`config.mk`:
```
export PLATFORM = sky130hd
export DESIGN_NAME = flash_resource_scoreboard
export DESIGN_NICKNAME = d
export VERILOG_FILES = /design/src/rtl/frs_pkg.sv /design/src/rtl/frs_ctrl.sv /design/src/rtl/frs_datapath.sv /design/src/rtl/flash_resource_scoreboard.sv
export SDC_FILE = /design/constraint.sdc
export NUM_CORES = 2
export LEC_CHECK = 0
export BUFFER_PORTS_ARGS = -buffer_cell sky130_fd_sc_hd__buf_2
export CAP_MARGIN = 20
export CORE_ASPECT_RATIO = 0.9
export CORE_MARGIN = 1.5
export CORE_UTILIZATION = 55
export DETAILED_ROUTE_END_ITERATION = 10
export GPL_TIMING_DRIVEN = 0
export PLACE_DENSITY = 0.75
export SYNTH_ARGS = -nofsm -noshare
export SYNTH_HDL_FRONTEND = slang
export SYNTH_SLANG_ARGS = --single-unit
```
`constraint.sdc`:
```
create_clock -name clock -period 8.8 [get_ports clock]
set_clock_uncertainty 0.15 [all_clocks]
set_input_delay 0.44 -clock clock [delete_from_list [all_inputs] [get_ports clock]]
set_output_delay 0.44 -clock clock [all_outputs]
set_load 0.01 [all_outputs]
```
`src/rtl/frs_pkg.sv`:
```
`default_nettype none
// ----------------------------------------------------------------------------
// frs_pkg
// shared sizes, codes, types and stage decode for the flash resource
// scoreboard
// ----------------------------------------------------------------------------
package frs_pkg;

   // resource geometry
   localparam int CHANNELS   = 8;
   localparam int CH_CHIPS   = 4;
   localparam int CHIP_DIES  = 2;
   localparam int DIE_PLANES = 2;
   localparam int ID_BITS    = 9;

   localparam int NUM_CHIPS  = CHANNELS * CH_CHIPS;
   localparam int NUM_CORES  = NUM_CHIPS * CHIP_DIES;
   localparam int NUM_PLANES = NUM_CORES * DIE_PLANES;

   // table index widths
   localparam int CHAN_IW  = (CHANNELS > 1) ? $clog2(CHANNELS) : 1;
   localparam int CHIP_IW  = (NUM_CHIPS > 1) ? $clog2(NUM_CHIPS) : 1;
   localparam int CORE_IW  = (NUM_CORES > 1) ? $clog2(NUM_CORES) : 1;
   localparam int PLANE_IW = (NUM_PLANES > 1) ? $clog2(NUM_PLANES) : 1;

   // port field widths
   localparam int IDX_W     = 2;
   localparam int CH_W      = 3;
   localparam int CP_W      = 2;
   localparam int DIE_W     = 1;
   localparam int PL_W      = 1;
   localparam int CMD_ID_W  = 9;
   localparam int STATUS_W  = 2;
   localparam int STAGE_W   = 3;
   localparam int DUR_W     = 20;
   localparam int CSR_IDX_W = 3;

   // request kinds
   localparam logic KIND_ISSUE    = 1'b0;
   localparam logic KIND_COMPLETE = 1'b1;

   // opcodes
   localparam logic OP_READ_COMPUTE = 1'b0;
   localparam logic OP_READ_SLICE   = 1'b1;

   // response status codes
   localparam logic [STATUS_W-1:0] RSP_OK      = 2'd0;
   localparam logic [STATUS_W-1:0] RSP_BUSY    = 2'd1;
   localparam logic [STATUS_W-1:0] RSP_INVALID = 2'd2;

   // stage codes
   localparam logic [STAGE_W-1:0] STG_CA  = 3'd0;
   localparam logic [STAGE_W-1:0] STG_VEC = 3'd1;
   localparam logic [STAGE_W-1:0] STG_ARR = 3'd2;
   localparam logic [STAGE_W-1:0] STG_CMP = 3'd3;
   localparam logic [STAGE_W-1:0] STG_DAT = 3'd4;

   // stage counts per opcode
   localparam int RC_STAGES = 4;
   localparam int RS_STAGES = 2;

   // csr register indexes
   localparam logic [CSR_IDX_W-1:0] CSR_CA_CYCLES      = 3'd0;
   localparam logic [CSR_IDX_W-1:0] CSR_VECTOR_CYCLES  = 3'd1;
   localparam logic [CSR_IDX_W-1:0] CSR_ARRAY_CYCLES   = 3'd2;
   localparam logic [CSR_IDX_W-1:0] CSR_COMPUTE_CYCLES = 3'd3;
   localparam logic [CSR_IDX_W-1:0] CSR_DATA_CYCLES    = 3'd4;

   // csr reset values
   localparam logic [DUR_W-1:0] CA_CYCLES_RST      = 20'd7;
   localparam logic [DUR_W-1:0] VECTOR_CYCLES_RST  = 20'd256;
   localparam logic [DUR_W-1:0] ARRAY_CYCLES_RST   = 20'd30000;
   localparam logic [DUR_W-1:0] COMPUTE_CYCLES_RST = 20'd1024;
   localparam logic [DUR_W-1:0] DATA_CYCLES_RST    = 20'd4096;

   // controller to datapath commands
   typedef struct packed {
      logic load;
      logic commit;
   } frs_cmd_type;

   // datapath to controller status
   typedef struct packed {
      logic out_hold;
   } frs_sts_type;

   // number of stages of an opcode
   function automatic logic [STAGE_W-1:0] op_stage_total(input logic op);
      return (op == OP_READ_COMPUTE) ? STAGE_W'(RC_STAGES) : STAGE_W'(RS_STAGES);
   endfunction

   // stage code from opcode and stage index
   function automatic logic [STAGE_W-1:0] decode_stage(input logic op,
                                                       input logic [IDX_W-1:0] idx);
      logic [STAGE_W-1:0] s;
      s = STG_CA;
      if (op == OP_READ_COMPUTE) begin
         case (idx)
            2'd0:    s = STG_CA;
            2'd1:    s = STG_VEC;
            2'd2:    s = STG_ARR;
            default: s = STG_CMP;
         endcase
      end else begin
         s = (idx == '0) ? STG_CA : STG_DAT;
      end
      return s;
   endfunction

endpackage
`default_nettype wire

```
`src/rtl/frs_ctrl.sv`:
```
`default_nettype none
// ----------------------------------------------------------------------------
// frs_ctrl
// two-state sequencer: take a request, then decide and commit it once the
// response register can take the result
// ----------------------------------------------------------------------------
module frs_ctrl
   import frs_pkg::*;
(
   input  wire logic        clock,
   input  wire logic        reset,
   input  wire logic        req_valid,
   output logic             req_stall,
   input  wire frs_sts_type sts,
   output frs_cmd_type      cmd
);

   localparam logic S_IDLE = 1'b0;
   localparam logic S_EXEC = 1'b1;

   logic state_ff;
   logic state_in;

   // command decode
   always_comb begin
      cmd.load   = 1'b0;
      cmd.commit = 1'b0;
      state_in   = state_ff;
      req_stall  = 1'b1;
      unique case (state_ff)
         S_IDLE: begin
            req_stall = 1'b0;
            if (req_valid) begin
               cmd.load = 1'b1;
               state_in = S_EXEC;
            end
         end
         S_EXEC: begin
            if (!sts.out_hold) begin
               cmd.commit = 1'b1;
               state_in   = S_IDLE;
            end
         end
         default: begin
            state_in = S_IDLE;
         end
      endcase
   end

   // state register
   always_ff @(posedge clock) begin
      if (reset) begin
         state_ff <= S_IDLE;
      end else begin
         state_ff <= state_in;
      end
   end

`ifndef SYNTH
   a_load_to_exec: assert property (@(posedge clock) disable iff (reset)
      cmd.load |=> state_ff == S_EXEC)
      else $error("request taken but sequencer not in exec");

   a_commit_free: assert property (@(posedge clock) disable iff (reset)
      cmd.commit |-> !sts.out_hold)
      else $error("commit while response register held");

   a_exec_waits: assert property (@(posedge clock) disable iff (reset)
      (state_ff == S_EXEC && sts.out_hold) |=> state_ff == S_EXEC)
      else $error("exec left while response register held");
`endif

endmodule
`default_nettype wire

```
`src/rtl/frs_datapath.sv`:
```
`default_nettype none
// ----------------------------------------------------------------------------
// frs_datapath
// owner tables, stage decode, grant and release decision, duration registers
// and the response register
// ----------------------------------------------------------------------------
module frs_datapath
   import frs_pkg::*;
(
   input  wire logic                 clock,
   input  wire logic                 reset,
   input  wire frs_cmd_type          cmd,
   output frs_sts_type               sts,
   input  wire logic                 req_kind,
   input  wire logic                 req_opcode,
   input  wire logic [IDX_W-1:0]     req_stage_idx,
   input  wire logic [CH_W-1:0]      req_channel,
   input  wire logic [CP_W-1:0]      req_chip,
   input  wire logic [DIE_W-1:0]     req_die,
   input  wire logic [PL_W-1:0]      req_plane,
   input  wire logic [CMD_ID_W-1:0]  req_cmd_id,
   input  wire logic                 csr_valid,
   output logic                      csr_ready,
   input  wire logic [CSR_IDX_W-1:0] csr_index,
   input  wire logic [DUR_W-1:0]     csr_data,
   output logic                      rsp_valid,
   input  wire logic                 rsp_stall,
   output logic [STATUS_W-1:0]       rsp_status,
   output logic [STAGE_W-1:0]        rsp_stage,
   output logic [DUR_W-1:0]          rsp_duration,
   output logic [STAGE_W-1:0]        rsp_next_idx,
   output logic                      rsp_command_done
);

   // duration registers
   logic [DUR_W-1:0] ca_cycles_ff;
   logic [DUR_W-1:0] vector_cycles_ff;
   logic [DUR_W-1:0] array_cycles_ff;
   logic [DUR_W-1:0] compute_cycles_ff;
   logic [DUR_W-1:0] data_cycles_ff;

   // owner tables: valid bits in flops, ids in flops or ram
   logic [CHANNELS-1:0]   chan_vld_ff;
   logic [NUM_CHIPS-1:0]  chip_vld_ff;
   logic [NUM_CORES-1:0]  core_vld_ff;
   logic [NUM_PLANES-1:0] plane_vld_ff;
   logic [ID_BITS-1:0]    chan_id_ff [CHANNELS];
   logic [ID_BITS-1:0]    chip_id_ff [NUM_CHIPS];
   logic [ID_BITS-1:0]    core_id_mem [NUM_CORES];
   logic [ID_BITS-1:0]    plane_id_mem [NUM_PLANES];

   // latched request
   logic                 kind_ff;
   logic                 op_ff;
   logic [IDX_W-1:0]     idx_ff;
   logic [ID_BITS-1:0]   id_ff;
   logic                 in_range_ff;
   logic [CHAN_IW-1:0]   ch_ix_ff;
   logic [CHIP_IW-1:0]   ci_ff;
   logic [CORE_IW-1:0]   ki_ff;
   logic [PLANE_IW-1:0]  pi_ff;

   // latched table reads
   logic                 chan_vld_rd_ff;
   logic                 chip_vld_rd_ff;
   logic                 core_vld_rd_ff;
   logic                 plane_vld_rd_ff;
   logic [ID_BITS-1:0]   chan_id_rd_ff;
   logic [ID_BITS-1:0]   chip_id_rd_ff;
   logic [ID_BITS-1:0]   core_id_rd_ff;
   logic [ID_BITS-1:0]   plane_id_rd_ff;

   // response register
   logic                 rsp_valid_ff;
   logic                 rsp_valid_in;
   logic [STATUS_W-1:0]  rsp_status_ff;
   logic [STATUS_W-1:0]  rsp_status_in;
   logic [STAGE_W-1:0]   rsp_stage_ff;
   logic [STAGE_W-1:0]   rsp_stage_in;
   logic [DUR_W-1:0]     rsp_duration_ff;
   logic [DUR_W-1:0]     rsp_duration_in;
   logic [STAGE_W-1:0]   rsp_next_ff;
   logic [STAGE_W-1:0]   rsp_next_in;
   logic                 rsp_done_ff;
   logic                 rsp_done_in;

   // request side index math
   logic                 in_range_in;
   int                   ci_full;
   int                   ki_full;
   int                   pi_full;
   logic [CHAN_IW-1:0]   ch_ix_in;
   logic [CHIP_IW-1:0]   ci_in;
   logic [CORE_IW-1:0]   ki_in;
   logic [PLANE_IW-1:0]  pi_in;

   // decision signals
   logic [STAGE_W-1:0]   stage_w;
   logic [STAGE_W-1:0]   count_w;
   logic [STAGE_W-1:0]   next_w;
   logic                 invalid_w;
   logic                 xfer_w;
   logic                 is_issue_w;
   logic                 grant_ok_w;
   logic                 do_grant;
   logic                 do_release;
   logic                 set_chan;
   logic                 set_plane;
   logic                 set_core;
   logic                 rel_chan;
   logic                 rel_chip;
   logic                 rel_core;
   logic                 rel_plane;
   logic [DUR_W-1:0]     dur_w;

   assign csr_ready = 1'b1;

   // csr writes, unknown indexes dropped
   always_ff @(posedge clock) begin
      if (reset) begin
         ca_cycles_ff      <= CA_CYCLES_RST;
         vector_cycles_ff  <= VECTOR_CYCLES_RST;
         array_cycles_ff   <= ARRAY_CYCLES_RST;
         compute_cycles_ff <= COMPUTE_CYCLES_RST;
         data_cycles_ff    <= DATA_CYCLES_RST;
      end else if (csr_valid && csr_ready) begin
         unique case (csr_index)
            CSR_CA_CYCLES:      ca_cycles_ff      <= csr_data;
            CSR_VECTOR_CYCLES:  vector_cycles_ff  <= csr_data;
            CSR_ARRAY_CYCLES:   array_cycles_ff   <= csr_data;
            CSR_COMPUTE_CYCLES: compute_cycles_ff <= csr_data;
            CSR_DATA_CYCLES:    data_cycles_ff    <= csr_data;
            default: begin
            end
         endcase
      end
   end

   // flat table indexes from the target address
   always_comb begin
      in_range_in = (int'(req_channel) < CHANNELS) &&
                    (int'(req_chip) < CH_CHIPS) &&
                    (int'(req_die) < CHIP_DIES) &&
                    (int'(req_plane) < DIE_PLANES);
      ci_full = int'(req_channel) * CH_CHIPS + int'(req_chip);
      ki_full = ci_full * CHIP_DIES + int'(req_die);
      pi_full = ki_full * DIE_PLANES + int'(req_plane);
      ch_ix_in = in_range_in ? CHAN_IW'(req_channel) : '0;
      ci_in    = in_range_in ? CHIP_IW'(ci_full) : '0;
      ki_in    = in_range_in ? CORE_IW'(ki_full) : '0;
      pi_in    = in_range_in ? PLANE_IW'(pi_full) : '0;
   end

   // latch request and read the owner tables
   always_ff @(posedge clock) begin
      if (cmd.load) begin
         kind_ff         <= req_kind;
         op_ff           <= req_opcode;
         idx_ff          <= req_stage_idx;
         id_ff           <= ID_BITS'(req_cmd_id);
         in_range_ff     <= in_range_in;
         ch_ix_ff        <= ch_ix_in;
         ci_ff           <= ci_in;
         ki_ff           <= ki_in;
         pi_ff           <= pi_in;
         chan_vld_rd_ff  <= chan_vld_ff[ch_ix_in];
         chip_vld_rd_ff  <= chip_vld_ff[ci_in];
         core_vld_rd_ff  <= core_vld_ff[ki_in];
         plane_vld_rd_ff <= plane_vld_ff[pi_in];
         chan_id_rd_ff   <= chan_id_ff[ch_ix_in];
         chip_id_rd_ff   <= chip_id_ff[ci_in];
      end
   end

   // owner id rams, registered read on load
   always_ff @(posedge clock) begin
      if (set_core) begin
         core_id_mem[ki_ff] <= id_ff;
      end
      if (cmd.load) begin
         core_id_rd_ff <= core_id_mem[ki_in];
      end
   end

   always_ff @(posedge clock) begin
      if (set_plane) begin
         plane_id_mem[pi_ff] <= id_ff;
      end
      if (cmd.load) begin
         plane_id_rd_ff <= plane_id_mem[pi_in];
      end
   end

   // stage decode and grant check
   always_comb begin
      stage_w    = decode_stage(op_ff, idx_ff);
      count_w    = op_stage_total(op_ff);
      next_w     = {1'b0, idx_ff} + STAGE_W'(1);
      invalid_w  = {1'b0, idx_ff} >= count_w;
      xfer_w     = (stage_w == STG_CA) || (stage_w == STG_VEC) || (stage_w == STG_DAT);
      is_issue_w = kind_ff == KIND_ISSUE;
      grant_ok_w = in_range_ff && !chip_vld_rd_ff &&
                   (xfer_w ? !chan_vld_rd_ff
                           : (!plane_vld_rd_ff &&
                              ((stage_w != STG_CMP) || !core_vld_rd_ff)));
      do_grant   = cmd.commit && !invalid_w && is_issue_w && grant_ok_w;
      do_release = cmd.commit && !invalid_w && !is_issue_w && in_range_ff;
      set_chan   = do_grant && xfer_w;
      set_plane  = do_grant && !xfer_w;
      set_core   = do_grant && (stage_w == STG_CMP);
      rel_chan   = do_release && chan_vld_rd_ff && (chan_id_rd_ff == id_ff);
      rel_chip   = do_release && chip_vld_rd_ff && (chip_id_rd_ff == id_ff);
      rel_core   = do_release && core_vld_rd_ff && (core_id_rd_ff == id_ff);
      rel_plane  = do_release && plane_vld_rd_ff && (plane_id_rd_ff == id_ff);
   end

   // valid bits: set on grant, cleared on release by the owner
   always_ff @(posedge clock) begin
      if (reset) begin
         chan_vld_ff  <= '0;
         chip_vld_ff  <= '0;
         core_vld_ff  <= '0;
         plane_vld_ff <= '0;
      end else begin
         if (set_chan) begin
            chan_vld_ff[ch_ix_ff] <= 1'b1;
         end else if (rel_chan) begin
            chan_vld_ff[ch_ix_ff] <= 1'b0;
         end
         if (do_grant) begin
            chip_vld_ff[ci_ff] <= 1'b1;
         end else if (rel_chip) begin
            chip_vld_ff[ci_ff] <= 1'b0;
         end
         if (set_core) begin
            core_vld_ff[ki_ff] <= 1'b1;
         end else if (rel_core) begin
            core_vld_ff[ki_ff] <= 1'b0;
         end
         if (set_plane) begin
            plane_vld_ff[pi_ff] <= 1'b1;
         end else if (rel_plane) begin
            plane_vld_ff[pi_ff] <= 1'b0;
         end
      end
   end

   // channel and chip owner ids
   always_ff @(posedge clock) begin
      if (set_chan) begin
         chan_id_ff[ch_ix_ff] <= id_ff;
      end
      if (do_grant) begin
         chip_id_ff[ci_ff] <= id_ff;
      end
   end

   // duration of the stage
   always_comb begin
      case (stage_w)
         STG_CA:  dur_w = ca_cycles_ff;
         STG_VEC: dur_w = vector_cycles_ff;
         STG_ARR: dur_w = array_cycles_ff;
         STG_CMP: dur_w = compute_cycles_ff;
         default: dur_w = data_cycles_ff;
      endcase
   end

   // response fields
   always_comb begin
      rsp_status_in   = RSP_OK;
      rsp_stage_in    = STG_CA;
      rsp_duration_in = '0;
      rsp_next_in     = '0;
      rsp_done_in     = 1'b0;
      if (invalid_w) begin
         rsp_status_in = RSP_INVALID;
      end else begin
         rsp_stage_in = stage_w;
         if (!is_issue_w) begin
            rsp_next_in = next_w;
            rsp_done_in = next_w >= count_w;
         end else if (grant_ok_w) begin
            rsp_duration_in = dur_w;
         end else begin
            rsp_status_in = RSP_BUSY;
         end
      end
   end

   // response register
   assign rsp_valid_in = cmd.commit || (rsp_valid_ff && rsp_stall);

   always_ff @(posedge clock) begin
      if (reset) begin
         rsp_valid_ff <= 1'b0;
      end else begin
         rsp_valid_ff <= rsp_valid_in;
      end
   end

   always_ff @(posedge clock) begin
      if (cmd.commit) begin
         rsp_status_ff   <= rsp_status_in;
         rsp_stage_ff    <= rsp_stage_in;
         rsp_duration_ff <= rsp_duration_in;
         rsp_next_ff     <= rsp_next_in;
         rsp_done_ff     <= rsp_done_in;
      end
   end

   assign sts.out_hold     = rsp_valid_ff && rsp_stall;
   assign rsp_valid        = rsp_valid_ff;
   assign rsp_status       = rsp_status_ff;
   assign rsp_stage        = rsp_stage_ff;
   assign rsp_duration     = rsp_duration_ff;
   assign rsp_next_idx     = rsp_next_ff;
   assign rsp_command_done = rsp_done_ff;

`ifndef SYNTH
   a_commit_shows: assert property (@(posedge clock) disable iff (reset)
      cmd.commit |=> rsp_valid_ff)
      else $error("committed request left no response");

   a_grant_owns_chip: assert property (@(posedge clock) disable iff (reset)
      do_grant |=> chip_vld_ff[ci_ff])
      else $error("granted chip not marked owned");

   a_release_frees_chip: assert property (@(posedge clock) disable iff (reset)
      rel_chip |=> !chip_vld_ff[ci_ff])
      else $error("released chip still owned");

   a_invalid_no_grant: assert property (@(posedge clock) disable iff (reset)
      (cmd.commit && invalid_w) |=>
         (rsp_status_ff == RSP_INVALID) && (rsp_duration_ff == '0))
      else $error("invalid stage produced a grant");
`endif

endmodule
`default_nettype wire

```
`src/rtl/flash_resource_scoreboard.sv`:
```
`default_nettype none
// ----------------------------------------------------------------------------
// flash_resource_scoreboard
// tracks channel, chip, plane and compute-core ownership of flash commands
// ----------------------------------------------------------------------------
// Each request is handled in two steps. In the accept step the target address
// is turned into table indexes and the owner tables are read (plane and core
// owner ids sit in RAMs with a registered read port). In the commit step the
// grant or release is decided, the tables are written and the response
// register is loaded; commit waits while a response is held by rsp_stall.
// A new request is taken only once the previous one has been committed.
// All owner valid bits are flops cleared by reset, so
// the block is ready right after reset with no clearing pass. Duration
// registers are written through the csr port, which is always ready.
module flash_resource_scoreboard
   import frs_pkg::*;
(
   input  wire logic                 clock,
   input  wire logic                 reset,
   input  wire logic                 req_valid,
   output logic                      req_stall,
   input  wire logic                 req_kind,
   input  wire logic                 req_opcode,
   input  wire logic [IDX_W-1:0]     req_stage_idx,
   input  wire logic [CH_W-1:0]      req_channel,
   input  wire logic [CP_W-1:0]      req_chip,
   input  wire logic [DIE_W-1:0]     req_die,
   input  wire logic [PL_W-1:0]      req_plane,
   input  wire logic [CMD_ID_W-1:0]  req_cmd_id,
   output logic                      rsp_valid,
   input  wire logic                 rsp_stall,
   output logic [STATUS_W-1:0]       rsp_status,
   output logic [STAGE_W-1:0]        rsp_stage,
   output logic [DUR_W-1:0]          rsp_duration,
   output logic [STAGE_W-1:0]        rsp_next_idx,
   output logic                      rsp_command_done,
   input  wire logic                 csr_valid,
   output logic                      csr_ready,
   input  wire logic [CSR_IDX_W-1:0] csr_index,
   input  wire logic [DUR_W-1:0]     csr_data
);

   frs_cmd_type cmd;
   frs_sts_type sts;

   // sequencer
   frs_ctrl u_ctrl (
      .clock     (clock),
      .reset     (reset),
      .req_valid (req_valid),
      .req_stall (req_stall),
      .sts       (sts),
      .cmd       (cmd)
   );

   // tables and response path
   frs_datapath u_datapath (
      .clock            (clock),
      .reset            (reset),
      .cmd              (cmd),
      .sts              (sts),
      .req_kind         (req_kind),
      .req_opcode       (req_opcode),
      .req_stage_idx    (req_stage_idx),
      .req_channel      (req_channel),
      .req_chip         (req_chip),
      .req_die          (req_die),
      .req_plane        (req_plane),
      .req_cmd_id       (req_cmd_id),
      .csr_valid        (csr_valid),
      .csr_ready        (csr_ready),
      .csr_index        (csr_index),
      .csr_data         (csr_data),
      .rsp_valid        (rsp_valid),
      .rsp_stall        (rsp_stall),
      .rsp_status       (rsp_status),
      .rsp_stage        (rsp_stage),
      .rsp_duration     (rsp_duration),
      .rsp_next_idx     (rsp_next_idx),
      .rsp_command_done (rsp_command_done)
   );

endmodule
`default_nettype wire

```
======== Yosys cells after proc, flatten, opt, wreduce, memory -nomap -nowiden ========
Memory sizes are Yosys's and may differ from the RTL's. A register that Yosys moved wholly into a read port is not among the register bits.
Cells that the tools add are included.
Widths: inputs -> output; s select.
operators by class
  $add $sub $neg .......................... 4
  muxes and demuxes ....................... 47
  equal/unequal tests ..................... 15
  bitwise logic cells ..................... 15
  magnitude comparators ................... 14
  reduce and logical (&&, ||, !) cells .... 47
operators with widths
  cell                number
  $mux 128            2
  $and 128x128->128   1
  $mux 64             2
  $not 128->128       1
  $or 128x128->128    1
  $pmux 20 s4         1
  $and 64x64->64      1
  $mux 32             2
  $not 64->64         1
  $or 64x64->64       1
  $eq 9x9->1          4
  $and 32x32->32      1
  $not 32->32         1
  $or 32x32->32       1
  $mux 1              24
  $logic_and 1x1->1   22
  $lt 7x8->1 const B  2
  $mux 8              2
  $lt 6x7->1 const B  2
  $eq 3x2->1 const B  4
  $lt 5x6->1 const B  2
  $reduce_and 2->1    5
  $mux 3              3
  $and 8x8->8         1
  other kinds (37)    55
word-level totals
  memory bits (writable) .................. 2088
  memories ................................ 4
  flip-flop bits (word level) ............. 401
  input bits .............................. 48
  output and inout bits ................... 32
memory list
  name                     words  bits a word  read ports  clocked after Yosys merged registers in  write ports  RTL line            text
  u_datapath.plane_id_mem  128    9            1           1                                        1            frs_datapath.sv:50  logic [ID_BITS-1:0] plane_id_mem [NUM_PLANES];
  u_datapath.core_id_mem   64     9            1           1                                        1            frs_datapath.sv:49  logic [ID_BITS-1:0] core_id_mem [NUM_CORES];
  u_datapath.chip_id_ff    32     9            1           1                                        1            frs_datapath.sv:48  logic [ID_BITS-1:0] chip_id_ff [NUM_CHIPS];
  u_datapath.chan_id_ff    8      9            1           1                                        1            frs_datapath.sv:47  logic [ID_BITS-1:0] chan_id_ff [CHANNELS];

======== Longest topological paths before layout ========
  word-level depth ........................ 12
  mapped depth ............................ 9
  depth with buffers taken out ............ 7

======== By module ========
From an unflattened synthesis, not the netlist that was laid out.
unflattened totals
  cell total of the unflattened synthesis .. 5310
  area, all modules ....................... 98861.1 um^2
modules (own cells, without submodules)
  module        cells each  instances  seq. area each (um^2)  area an instance (um^2)
  frs_datapath  5305        1          72039.1                98813.5
  frs_ctrl      5           1          20.0                   47.5

======== Worst setup path before layout ========
OpenSTA, ideal clock, no wires.
  kind .................................... register -> register
  from .................................... register u_ctrl.state_ff
  to ...................................... memory u_datapath.core_id_mem[43][0], enable pin
  setup time .............................. 0.329 ns
  stages on the path, launching flop included .. 8
  setup slack ............................. 3.697 ns
  clock period less this slack ............ 5.103 ns
  data arrival time ....................... 4.624 ns
  path through ............................ dfxtp_1 -> a21boi_0 -> nand4b_1 -> a211oi_1 -> buf_2 -> buf_2 -> nand3_1 -> inv_1
RTL lines
  item                      RTL line            text
  start: declaration        frs_ctrl.sv:21      logic state_ff;
  start signal: assignment  frs_ctrl.sv:55      state_ff <= state_in;
  end: declaration          frs_datapath.sv:49

======== Worst setup path after layout ========
  from .................................... input port req_chip[0]
  to ...................................... register u_datapath.core_id_rd_ff[6], read port of u_datapath.core_id_mem, data pin
on the way
  word-level cells in the longest chain between the ends .. 2
RTL lines
  item                RTL line                         text
  start: declaration  flash_resource_scoreboard.sv:26  input wire logic [CP_W-1:0] req_chip,
  $add 5x2->5         frs_datapath.sv:145              ci_full = int'(req_channel) * CH_CHIPS + int'(req_chip);
  $add 6x2->6         frs_datapath.sv:146              ki_full = ci_full * CHIP_DIES + int'(req_die);
  end: declaration    frs_datapath.sv:70               logic [ID_BITS-1:0] core_id_rd_ff;
Every way passes these cells.
A chain may end at the register's enable or synchronous reset.

==> run summary <==
count of input and output buffers -> 77
number of global-route vias before repair -> 55029
Vias -> 56167
top cells by count, synth -> 2177 x edfxtp_1, 740 x mux4_2, 430 x nand2_1
top_reg_cell synth -> edfxtp_1
max_cap viols -> 0
placed insts -> 7881
Leakage -> 37.4 nW
clock sink total -> 2511
post-CTS setup repair buffer count -> 0
cell with the most instances after synthesis -> edfxtp_1
P&R area growth vs syn -> 14.5%
yosys warns -> 0
final cell count without fillers -> 8376
setup tns final -> 0 ps
Worst IR Drop VDD -> 0.211 mV
ANT nets after route -> 0
WL final -> 298000 um
Slew HR -> 15.3%
clk slew on worst S/H paths -> 70 ps
first-pass GRT wire length -> 417000 um
Yosys cell types -> 44
CP max FO -> 10
synth top area cells -> edfxtp_1 66%, mux4_2 17%, dfxtp_1 6.8%
synthesized flop and latch total -> 2511
f_max -> 0.195 GHz
layout cell share with drive strength beyond 1 -> 23.2%
total grt overflow -> 0
top cell type by total area after synthesis -> edfxtp_1
worst slew pin tran -> 1270 ps
final hold viol count -> 0
clock root buffer -> clkbuf_16
initial antenna violation count -> 20
Yosys top cell area share -> 66.1%
initial DRC count -> 8819
Clock Path Buffers -> 3
starting density of the core -> 55.4%
Worst Path Required -> 9220 ps
Core ar. -> 0.179 sq mm
Slew Limit Fails -> 0
row cnt -> 147
H-tree depth -> 4
Min Clock Period, post-route -> 5120 ps
Avg Vias per Cell -> 6.71
status -> completed
Final #Nets -> 5846
worst path arrival time -> 5540 ps
Syn Area/Cell -> 18.6 sq um
syn nets -> 5370
hold slack -> 105 ps
worst hold path type -> primary input to register
clk_lat worst skew -> 910 ps
routability congestion estimate -> 1.04
cts bufs inserted -> 230
fin util -> 63.4%
startpoint types -> primary input
average wire per standard cell -> 35.6 um
pwr dens -> 220 mW/mm^2
Die X -> 450 um
iteration count of the initial detailed-routing pass -> 7
largest net degree at the start of global routing -> 37
kind of end point of the critical path -> register
Detailed Place HPWL -> 207000 um
RSZ-0062 raised after global routing -> false
Synth Instances -> 5315
Setup CP Type -> primary input to register
share of flip-flops with an asynchronous set or reset -> 0%
synthesized area -> 0.0989 sq mm
Post-synth EDFFs -> 2177
GRT Total Usage -> 32.8%
register area share after synthesis -> 72.8%
Final Power -> 24.9 mW
die area -> 0.182 sq mm
Top Ports -> 80
Die Y -> 405 um
CTS tree -> yes
drt drc -> 0
# setup viols final -> 0
fin crit share -> 58.2%
registers in the layout, summed over array words and instances (netlist names), 20 cells and up, named ones only:
| name | flops |
|---|---|
| u_datapath.vector_cycles_ff | 20 |
| u_datapath.core_id_mem | 576 |
| u_datapath.array_cycles_ff | 20 |
| u_datapath.chan_id_ff | 72 |
| u_datapath.ca_cycles_ff | 20 |
| u_datapath.rsp_duration | 20 |
| u_datapath.chip_id_ff | 288 |
| u_datapath.compute_cycles_ff | 20 |
| u_datapath.data_cycles_ff | 20 |
| u_datapath.plane_id_mem | 1152 |
per-stage QoR:
stage	setup slack, ps	cell area, sq um
after floorplan	3700	98900
after global placement	-269	102000
after detailed placement	3450	105000
after CTS	3870	113000
after global routing	3760	113000
final	3680	113000
routing by layer:
layer  vias up  routed length, um  global-route usage (%)  share of wire (%)
met5         -                103                       0              0.035
met4        16              12300                    12.2                4.1
met3       632              34400                    7.98                 12
met2      3928             139000                    50.7                 47
met1     29356             112000                    45.7                 37
li1      22235                  -                       -                  -
worst max-delay path, stage by stage:
cell and delay, ps:
dlygate4sd3_1 540, buf_2 210, clkbuf_1 340, buf_2 410, buf_2 670, clkbuf_1 720
clkbuf_1 750, mux4_2 450, mux4_2 510, a22oi_1 260, nand2_1 210
worst paths after layout:
path,startpoint,to,slack [ps],cells past startpoint
min reg2reg,u_datapath.compute_cycles_ff[11],u_datapath.compute_cycles_ff[11],310,2
min,reset,u_datapath.compute_cycles_ff[19],110,3
max,req_chip[0],u_datapath.core_id_rd_ff[6],3680,11
max reg2reg,u_datapath.idx_ff[0],u_datapath.plane_id_mem[59][5],3890,11
power breakdown:
group | switching (mW) | leakage, nW | internal, mW
logic | 0.940 | 11.3 | 0.589
clock network | 4.56 | 3.75 | 5.76
registers | 0.0435 | 22.3 | 13.0
kinds of logic after synthesis:
group / after synthesis / synth area share (%)
flops: 2511 / 72.8
mux: 775 / 17.2
simple gates: 752 / 3.40
compound gates: 639 / 3.76
buf+inv: 594 / 2.35
xor+xnor: 36 / 0.319
fa+ha+maj: 7 / 0.0961
other cells: 1 / 0.00379
what timing repair did:
| item | in CTS | in global routing |
|---|---|---|
| gates resized for setup | 0 | 0 |
| hold buffers | 45 | 0 |
| hold endpoints to repair | 161 | 0 |
cells in the final DEF, fill, tap and decap left out, types with 8 or more instances in the layout:
cell,n
dlygate4sd3_1,45
nand2_1,430
nor2b_1,12
nand4_1,8
clkinv_16,10
edfxtp_1,2177
clkinvlp_4,10
dfxtp_1,334
bufinv_16,29
or3_1,34
buf_8,28
and3_1,39
a22oi_1,10
mux2_2,30
buf_1,27
a21oi_1,347
nand3b_1,17
mux4_2,740
clkinv_1,40
buf_2,145
clkinv_2,40
inv_1,237
buf_16,74
a222oi_1,20
o21ai_0,104
o31ai_1,129
clkbuf_16,230
clkbuf_1,307
nor2_1,92
clkbuf_8,9
xnor2_1,36
nand3_1,82
a211oi_1,27
layout make-up:
cell class / instances / area [sq um]
tap: 2384 / 2980
clock inverter: 140 / 1710
antenna: 7 / 17.5
clock buffer: 286 / 6060
buffer: 357 / 1440
fill: 11857 / 65300
inverter: 237 / 890
multi-input combinational: 2210 / 24600
timing repair buffer: 244 / 3530
sequential: 2511 / 72100
(Power assumes the default switching activity.)
